$ cat src/rtl/pcrb_pkg.sv
// shared constants, command and entry types for the pulse capture ring buffer
`default_nettype none

package pcrb_pkg;

  // ring depth, a power of two so that ring arithmetic wraps on the address width
  localparam int DEPTH   = 2048;
  localparam int ADDR_W  = $clog2(DEPTH);
  localparam int FUNC_W  = 3;
  localparam int DUR_W   = 32;
  localparam int POS_W   = 32;

  // command queue between front and back
  localparam int QUEUE_DEPTH = 2;
  localparam int QPTR_W      = (QUEUE_DEPTH > 1) ? $clog2(QUEUE_DEPTH) : 1;
  localparam int QCNT_W      = $clog2(QUEUE_DEPTH + 1);

  // func codes as seen on the input channel
  localparam logic [FUNC_W-1:0] FUNC_APPEND = 3'd0;
  localparam logic [FUNC_W-1:0] FUNC_MERGE  = 3'd1;
  localparam logic [FUNC_W-1:0] FUNC_READ   = 3'd2;
  localparam logic [FUNC_W-1:0] FUNC_ROTATE = 3'd3;
  localparam logic [FUNC_W-1:0] FUNC_CLEAR  = 3'd4;

  // classified operation carried to the back end
  typedef enum logic [2:0] {
    CMD_APPEND,
    CMD_MERGE,
    CMD_READ,
    CMD_ROTATE,
    CMD_CLEAR,
    CMD_NOP
  } cmd_op_t;

  typedef struct packed {
    cmd_op_t           op;
    logic              level;
    logic [DUR_W-1:0]  dur;
    logic [ADDR_W-1:0] offset;
  } cmd_t;

  typedef struct packed {
    logic             level;
    logic [DUR_W-1:0] dur;
  } entry_t;

endpackage

`default_nettype wire

$ cat src/rtl/pcrb_fifo.sv
// short command queue between front and back end
`default_nettype none

module pcrb_fifo (
  input  wire logic            clk,
  input  wire logic            rst_n,
  input  wire logic            push,
  input  wire pcrb_pkg::cmd_t  push_cmd,
  output logic                 full,
  input  wire logic            pop,
  output logic                 empty,
  output pcrb_pkg::cmd_t       pop_cmd
);

  pcrb_pkg::cmd_t                 slot_r [pcrb_pkg::QUEUE_DEPTH];
  logic [pcrb_pkg::QPTR_W-1:0]    wr_ptr_r, wr_ptr_nxt;
  logic [pcrb_pkg::QPTR_W-1:0]    rd_ptr_r, rd_ptr_nxt;
  logic [pcrb_pkg::QCNT_W-1:0]    count_r, count_nxt;

  assign full    = (count_r == pcrb_pkg::QCNT_W'(pcrb_pkg::QUEUE_DEPTH));
  assign empty   = (count_r == '0);
  assign pop_cmd = slot_r[rd_ptr_r];

  // pointer and fill count update with wrap
  always_comb begin
    wr_ptr_nxt = wr_ptr_r;
    rd_ptr_nxt = rd_ptr_r;
    count_nxt  = count_r;
    if (push) begin
      wr_ptr_nxt = (wr_ptr_r == pcrb_pkg::QPTR_W'(pcrb_pkg::QUEUE_DEPTH - 1)) ?
                   '0 : wr_ptr_r + 1'b1;
    end
    if (pop) begin
      rd_ptr_nxt = (rd_ptr_r == pcrb_pkg::QPTR_W'(pcrb_pkg::QUEUE_DEPTH - 1)) ?
                   '0 : rd_ptr_r + 1'b1;
    end
    case ({push, pop})
      2'b10:   count_nxt = count_r + 1'b1;
      2'b01:   count_nxt = count_r - 1'b1;
      default: count_nxt = count_r;
    endcase
  end

  always_ff @(posedge clk) begin
    if (!rst_n) begin
      wr_ptr_r <= '0;
      rd_ptr_r <= '0;
      count_r  <= '0;
    end else begin
      wr_ptr_r <= wr_ptr_nxt;
      rd_ptr_r <= rd_ptr_nxt;
      count_r  <= count_nxt;
    end
  end

  // queue slots carry payload only
  always_ff @(posedge clk) begin
    if (push) begin
      slot_r[wr_ptr_r] <= push_cmd;
    end
  end

endmodule

`default_nettype wire

$ cat config.mk
export PLATFORM = sky130hd
export DESIGN_NAME = pcrb_fifo
export DESIGN_NICKNAME = d
export VERILOG_FILES = /design/src/rtl/pcrb_pkg.sv /design/src/rtl/pcrb_fifo.sv
export SDC_FILE = /design/constraint.sdc
export NUM_CORES = 1
export LEC_CHECK = 0
export BUFFER_PORTS_ARGS = -buffer_cell sky130_fd_sc_hd__clkbuf_2
export CAP_MARGIN = 20
export CORE_MARGIN = 1.5
export CORE_UTILIZATION = 50
export CTS_CLUSTER_DIAMETER = 150
export DETAILED_ROUTE_END_ITERATION = 12
export MAX_ROUTING_LAYER = met4
export PLACE_DENSITY_LB_ADDON = 0.1
export SLEW_MARGIN = 30
export SYNTH_ARGS = -nofsm -noshare
export SYNTH_HDL_FRONTEND = slang
export SYNTH_SLANG_ARGS = --single-unit
$ cat constraint.sdc
create_clock -name clk -period 3.52 [get_ports clk]
set_input_delay 0.176 -clock clk [delete_from_list [all_inputs] [get_ports clk]]
set_output_delay 0.176 -clock clk [all_outputs]
set_load 0.01 [all_outputs]
# [After elaboration in Yosys (flattened, before gate mapping)]
# Memories as Yosys holds them, arrays and structs flattened. A register that Yosys moved wholly into a read port is not among the register bits.
# Cells that the tools add are included.
[classes] mul=0 n_bitwise=0 div_mod_pow=0 magnitude_cmp=0 add_sub_neg=4 n_reduce_logical=2 shifts=0 mux=7 eq_ne=3
[op_table] op="two-way mux 1 bit" count=6
[op_table] op="== test 2 bit (second input constant)" count=2
[op_table] op="case mux 2 bit (2 select lines)" count=1
[op_table] op="adder 1 bit (second input constant)" count=2
[op_table] op="adder 2 x 1 -> 2 bit (second input constant)" count=1
[op_table] op="== test 2 x 1 -> 1 bit (second input constant)" count=1
[op_table] op="logical NOT 2 bit" count=1
[op_table] op="nonzero test 2 bit" count=1
[op_table] op="subtractor 2 x 1 -> 2 bit (second input constant)" count=1
[totals] ramBits=94 out_inout_bits=49 rom_bits=0 mem_count=1 reg_bits=4 elab_cells=20 latchBits=0
[mem_list] name="slot_r" words=2 width=47 rd=1 rd_ports_with_merged_regs=1 write_ports=1 line="pcrb_fifo.sv:15" source="pcrb_pkg::cmd_t slot_r [pcrb_pkg::QUEUE_DEPTH];"

# [Longest topological paths before layout]
# Gate-level depths: netlist of the first run.
[logic_depth] ltp_word=4 mapped_depth=5 mapped_depth_nobuf=5

# [Worst setup path after synthesis of the first run]
# OpenSTA, ideal clock, no wires.
[synth_path] path_type="register to register" from="reg wr_ptr_r" to="mem slot_r[0][0] (netlist bit), enable pin" stages_incl_launch_ff=2 setup_time_ns=0.454 n_path_buf=0 t_required_ns=3.066 path_slack_ns=0.754 t_arrival_ns=2.312 cell_sequence="dfxtp_1 -> nor2_1"
[synth_lines] element="start: declaration" line="pcrb_fifo.sv:16" source="logic [pcrb_pkg::QPTR_W-1:0] wr_ptr_r, wr_ptr_nxt;"
[synth_lines] element="start signal: assignment" line="pcrb_fifo.sv:50" source="wr_ptr_r <= wr_ptr_nxt;"
[synth_lines] element="end: declaration" line="pcrb_fifo.sv:15"
# No word-level cell before the write port.

==> results of run 1 <==
## sequential cells by signal (all words and copies together) (netlist names), named ones only
signal,flops
slot_r,94
rd_ptr_r,1
wr_ptr_r,1
count_r,2
## power by group through the flow
stage	Sequential, mW	Combinational, mW	Clock [mW]
after floorplan	1.40	0.156	0
after global placement	1.42	0.245	0
after detailed placement	1.42	0.246	0
after CTS	1.39	0.265	0.763
after global routing	1.40	0.289	0.810
final	1.39	0.267	0.747
## worst min-delay path by stage
stage	start	endpoint	slack [ns]
5_1_grt	push_cmd[22]	slot_r[0][22]	0.0001
6_report	push_cmd[12]	slot_r[1][12]	0.02
2_1_floorplan	push_cmd[0]	slot_r[0][0]	0.27
4_1_cts	push_cmd[34]	slot_r[0][34]	0.0004
3_5_place_dp	push_cmd[14]	slot_r[1][14]	0.37
3_3_place_gp	push_cmd[37]	slot_r[1][37]	0.36
## cell usage after synthesis
cell type,n
edfxtp_1,94
mux2_2,47
dfxtp_1,5
and2_1,4
buf_4,3
buf_2,2
nor2_1,2
xnor2_1,2
a21boi_1,1
and2b_2,1
ha_1,1
inv_1,1
nor2b_1,1
o21a_1,1
o21ai_0,1
or3_1,1
xor2_1,1
## routing by layer
metal,GRT usage,vias up
met5,-,-
met4,0.0693,0
met3,0.0547,6
met2,0.269,61
met1,0.188,921
li1,-,926
## cells by family (layout without fill, tap and decap cells)
logic type / count (synthesis) / after routing / share of synthesized area
fa+ha+maj: 1 / 1 / 0.00347
compound gates: 3 / 3 / 0.00556
xor+xnor: 3 / 3 / 0.00730
flops: 99 / 99 / 0.812
buf+inv: 6 / 145 / 0.0101
simple gates: 9 / 9 / 0.0149
mux: 47 / 47 / 0.147
## final cells by class
class / instances / share of cell area
inverter: 1 / 0.000800
multi-input combinational: 63 / 0.139
clock inverter: 6 / 0.0173
sequential: 99 / 0.623
tap: 96 / 0.0256
timing repair buffer: 129 / 0.168
clock buffer: 9 / 0.0264
## placed cells by master, fill, tap and decap left out
cell type	n
inv_1	1
edfxtp_1	94
a21boi_1	1
dlygate4sd3_1	27
o21ai_0	1
nor2b_1	1
mux2_2	47
bufinv_16	2
clkbuf_8	9
nor2_4	1
and2_2	1
clkbuf_2	99
o21a_1	1
clkinv_2	2
clkinvlp_4	1
nor2_1	1
and2_1	3
ha_1	1
dfxtp_1	4
xor2_1	1
and2b_2	1
xnor2_1	2
buf_4	3
or3_1	1
dfxtp_4	1
clkinv_1	1
==> reports/qor.csv, run 1 <==
metric,value,unit
status,finished clean,
gr-total-overflow,0,
drt_iter0_markers,94,
max-clock-path-buffers,2,
n_antenna_cell,0,
yosysSeqAreaShare,0.812,
wl_met3,327,µm
p_int,1.89,mW
cts_root_buffer,clkbuf_8,
route.met2.wl,3070,µm
arrival,1.68,ns
grt_max_degree,48,
path_max_fanout,47,
tightestPinTransition,0.860,ns
cp.required,3.34,ns
cp_slowest_cell,dfxtp_4,
htreeDepth,3,
ir_drop,310,µV
r2r-start,wr_ptr_r,
slew_headroom,0.427,
grt_pass1_wl,8850,µm
clk_latency,0.35,ns
power_density,513,nW/µm²
worst_r2r_endpoint,slot_r[1][41],
firstDrtPassIters,4,
layout.cells.non_filler,403,
yosys_warnings,0,
die_h,87.9,µm
die_w,87.9,µm
wl,5990,µm
setup_viol,0,
nFillCells,512,
drc,0,
start_util,0.524,
reg2reg_depth,2,
core_region_area,6870,µm²
fin_tns_setup,0,ns
vias_per_cell,4.75,
maxCapViolCount,0,
whs,0.0154,ns
cts_resized,0,
syn-num-nets,220,
final_area,4690,µm²
rsz0062_at_grt,false,
hold_path_class,in2reg,
pin_count,100,
clkPwrFrac,0.310,
regArea,2930,µm²
dpl-instance-area,4220,µm²
place_inst,361,
switchingPower,0.512,mW
synth_cell_types,17,
cp.depth,2,
hold_viol_final,0,
p_leak,1.79,nW
area_delta_synth_final,30.4,%
rows,30,
synth_area_leaders,"edfxtp_1 78%, mux2_2 15%, dfxtp_1 2.8%, and2_1 0.69%, buf_4 0.63%",
p_total,2.41,mW
p_seq_frac,0.579,
multi_input_area,651,µm²
path_class,reg2out,
design.die.area,7720,µm²
clock_sinks,99,
wl_met1,2540,µm
gp_congestion,0.663,
synth_cells,168,
combPwrFrac,0.111,
cts_buffers,9,
worst-path-buf-inv,1,
post_cts_buffers,0,
cts_tree,built,
wl_per_cell,14.9,µm
ant_nets,0,
synth_seq_cells,99,
clkTransAtPathRegs,0.09,ns
hold_depth,1,
final_nets,355,
synth_top_cell_area_share,0.784,
start_kind,flop,
clock_skew,0.00520,ns
antenna_found_initial,0,
slew_violations,0,
dr_total_vias,1914,
cpLargestDelayFamily,flip-flops,
cp-end-kind,output pin,
ctsHoldBuffers,20,
finalCriticalPeriod,1.85,ns
highest_layer,met4,
setup_slack,1.67,ns
fmax,539,MHz
utilization,0.683,
cpPeakStageDelay,0.76,ns
grt_usage,0.165,
path_cells,mux2_2 > clkbuf_2,
port_buffers,99,
yosysTopAreaCell,edfxtp_1,
netlist_area,3600,µm²
reg2reg_slack,1.72,ns
worstSetupEndpoint,pop_cmd[20],
sw_frac_of_total,0.213,
avgSynthCellArea,21.4,µm²
first_global_vias,1943,
drive_above_1_share,0.544,
timing.final.crit_share,0.527,
dp_slack,1.68,ns
Power figures use the tool's default switching activity.
==> run 2, diff against run 1 <==
--- a/config.mk
+++ b/config.mk
@@ -8,7 +8,7 @@
 export BUFFER_PORTS_ARGS = -buffer_cell sky130_fd_sc_hd__clkbuf_2
 export CAP_MARGIN = 20
 export CORE_MARGIN = 1.5
-export CORE_UTILIZATION = 50
+export CORE_UTILIZATION = 46
 export CTS_CLUSTER_DIAMETER = 150
 export DETAILED_ROUTE_END_ITERATION = 12
 export MAX_ROUTING_LAYER = met4
==> constraint.sdc (replaced) <==
create_clock -name clk -period 1.6 [get_ports clk]
set_input_delay 0.08 -clock clk [delete_from_list [all_inputs] [get_ports clk]]
set_output_delay 0.08 -clock clk [all_outputs]
set_load 0.01 [all_outputs]
==> run 2 against run 1 <==
- setup slack worse by 1.6 ns
- cell area up 5.0%
- core utilization down 3.9 points
- power up 110%
==> reports/qor.csv, run 2 (same netlist as run 1, synthesis figures left out) <==
metric,value,unit
status,finished clean,
rows,32,
drc,0,
hpwl,3730,µm
cp-end-kind,output pin,
dr_total_vias,2002,
timing.final.crit_share,0.961,
fmax,650,MHz
final_area,4930,µm²
arrival,1.46,ns
wl_met1,2780,µm
first_global_vias,2120,
cts_resized,0,
clock_skew,0.00563,ns
start_kind,flop,
pin_count,100,
largest_register_ffs,94,
slew_violations,0,
port_buffers,99,
top_regs,"slot_r x94, count_r x2",
die_h,91.5,µm
cts_buffers,9,
vias_per_cell,4.61,
drive_above_1_share,0.509,
dpl-instance-area,4280,µm²
layout.cells.non_filler,434,
grt_max_degree,38,
core_region_area,7650,µm²
highest_layer,met4,
hold_viol_final,0,
whs,0.0791,ns
slew_headroom,0.833,
place_inst,370,
maxCapViolCount,0,
n_antenna_cell,0,
clkTransAtPathRegs,0.08,ns
cp.required,1.52,ns
firstDrtPassIters,4,
htreeDepth,3,
setup_viol,0,
gr-total-overflow,0,
wl_per_cell,14.5,µm
ant_nets,0,
cts_root_buffer,clkbuf_8,
rsz0062_at_grt,true,
path_max_fanout,37,
power_density,1030,nW/µm²
wl_met3,274,µm
area_delta_synth_final,36.8,%
tightestPinTransition,0.250,ns
grt_pass1_wl,9970,µm
clock_sinks,99,
regMostFlops,slot_r,
antenna_found_initial,0,
final_nets,379,
clk_latency,0.34,ns
post_cts_buffers,0,
hold_path_class,in2reg,
ir_drop,554,µV
route.met2.wl,3160,µm
setup_slack,0.0621,ns
drt_iter0_markers,62,
path_class,reg2out,
gp_congestion,0.696,
dp_slack,0.418,ns
finalCriticalPeriod,1.54,ns
cts_tree,built,
layout_commonest_cell,clkbuf_2,
die_w,91.5,µm
design.die.area,8370,µm²
grt_usage,0.163,
max-clock-path-buffers,2,
start_util,0.471,
p_leak,1.88,nW
p_total,5.06,mW
most-common-layout-cells,"99 x clkbuf_2, 94 x edfxtp_1, 48 x dlygate4sd3_1, 47 x mux2_2, 9 x clkbuf_8",
wl,6290,µm
==> run 2: cell count changes in the layout (fill, tap and decap cells not counted), sizes merged <==
cell,change
dlygate4sd3,+21
buf,+3
clkbuf,+3
bufinv,-2
clkinv,-2
clkinvlp,+2
==> run 2: worst max-delay path, stage by stage, from the launching register on <==
cell and delay, ns:
dfxtp_2 0.36, buf_12 0.23, mux2_2 0.38, clkbuf_2 0.13
==> run 2: final timing paths <==
kind,start,end,slack (ns),depth (start not counted)
worst max-delay path,flop,pop_cmd[15],0.06,3
worst min register to register,count_r[1],count_r[1],0.52,2
worst max register to register,wr_ptr_r,slot_r[1][35],0.44,2
worst min-delay path,push,wr_ptr_r,0.08,3
==> run 2: power breakdown <==
| group | switching, mW | internal (mW) |
|---|---|---|
| sequential | 0.0372 | 2.98 |
| combinational | 0.323 | 0.378 |
| clock | 0.771 | 0.564 |
| total | 1.13 | 3.93 |
==> run 2: repair_timing <==
item / in CTS / in global routing
hold endpoints to repair: 95 / 0
setup endpoints to repair: 0 / 3
hold buffers: 48 / 0
==> run 2: layout make-up <==
cell class | count | area [µm²]
flip-flops and latches | 99 | 2920
fillers | 576 | 2720
repair buffers | 153 | 1060
multi-input cells | 63 | 651
clock buffers | 12 | 135
well taps | 102 | 128
clock inverters | 4 | 27.5
inverters | 1 | 3.75
==> run 2: per-layer routing <==
layer | global-route usage | vias to the layer above
li1 | - | 970
met1 | 0.196 | 959
met2 | 0.266 | 65
met3 | 0.0310 | 8
met4 | 0.0781 | 0
met5 | - | -
==> run 2: stage by stage <==
stage / utilization / setup TNS (ns)
global route: 0.644 / -0.00717
floorplan: - / 0
CTS: 0.644 / 0
finish: 0.644 / 0
detailed placement: 0.560 / 0
global placement: 0.560 / 0
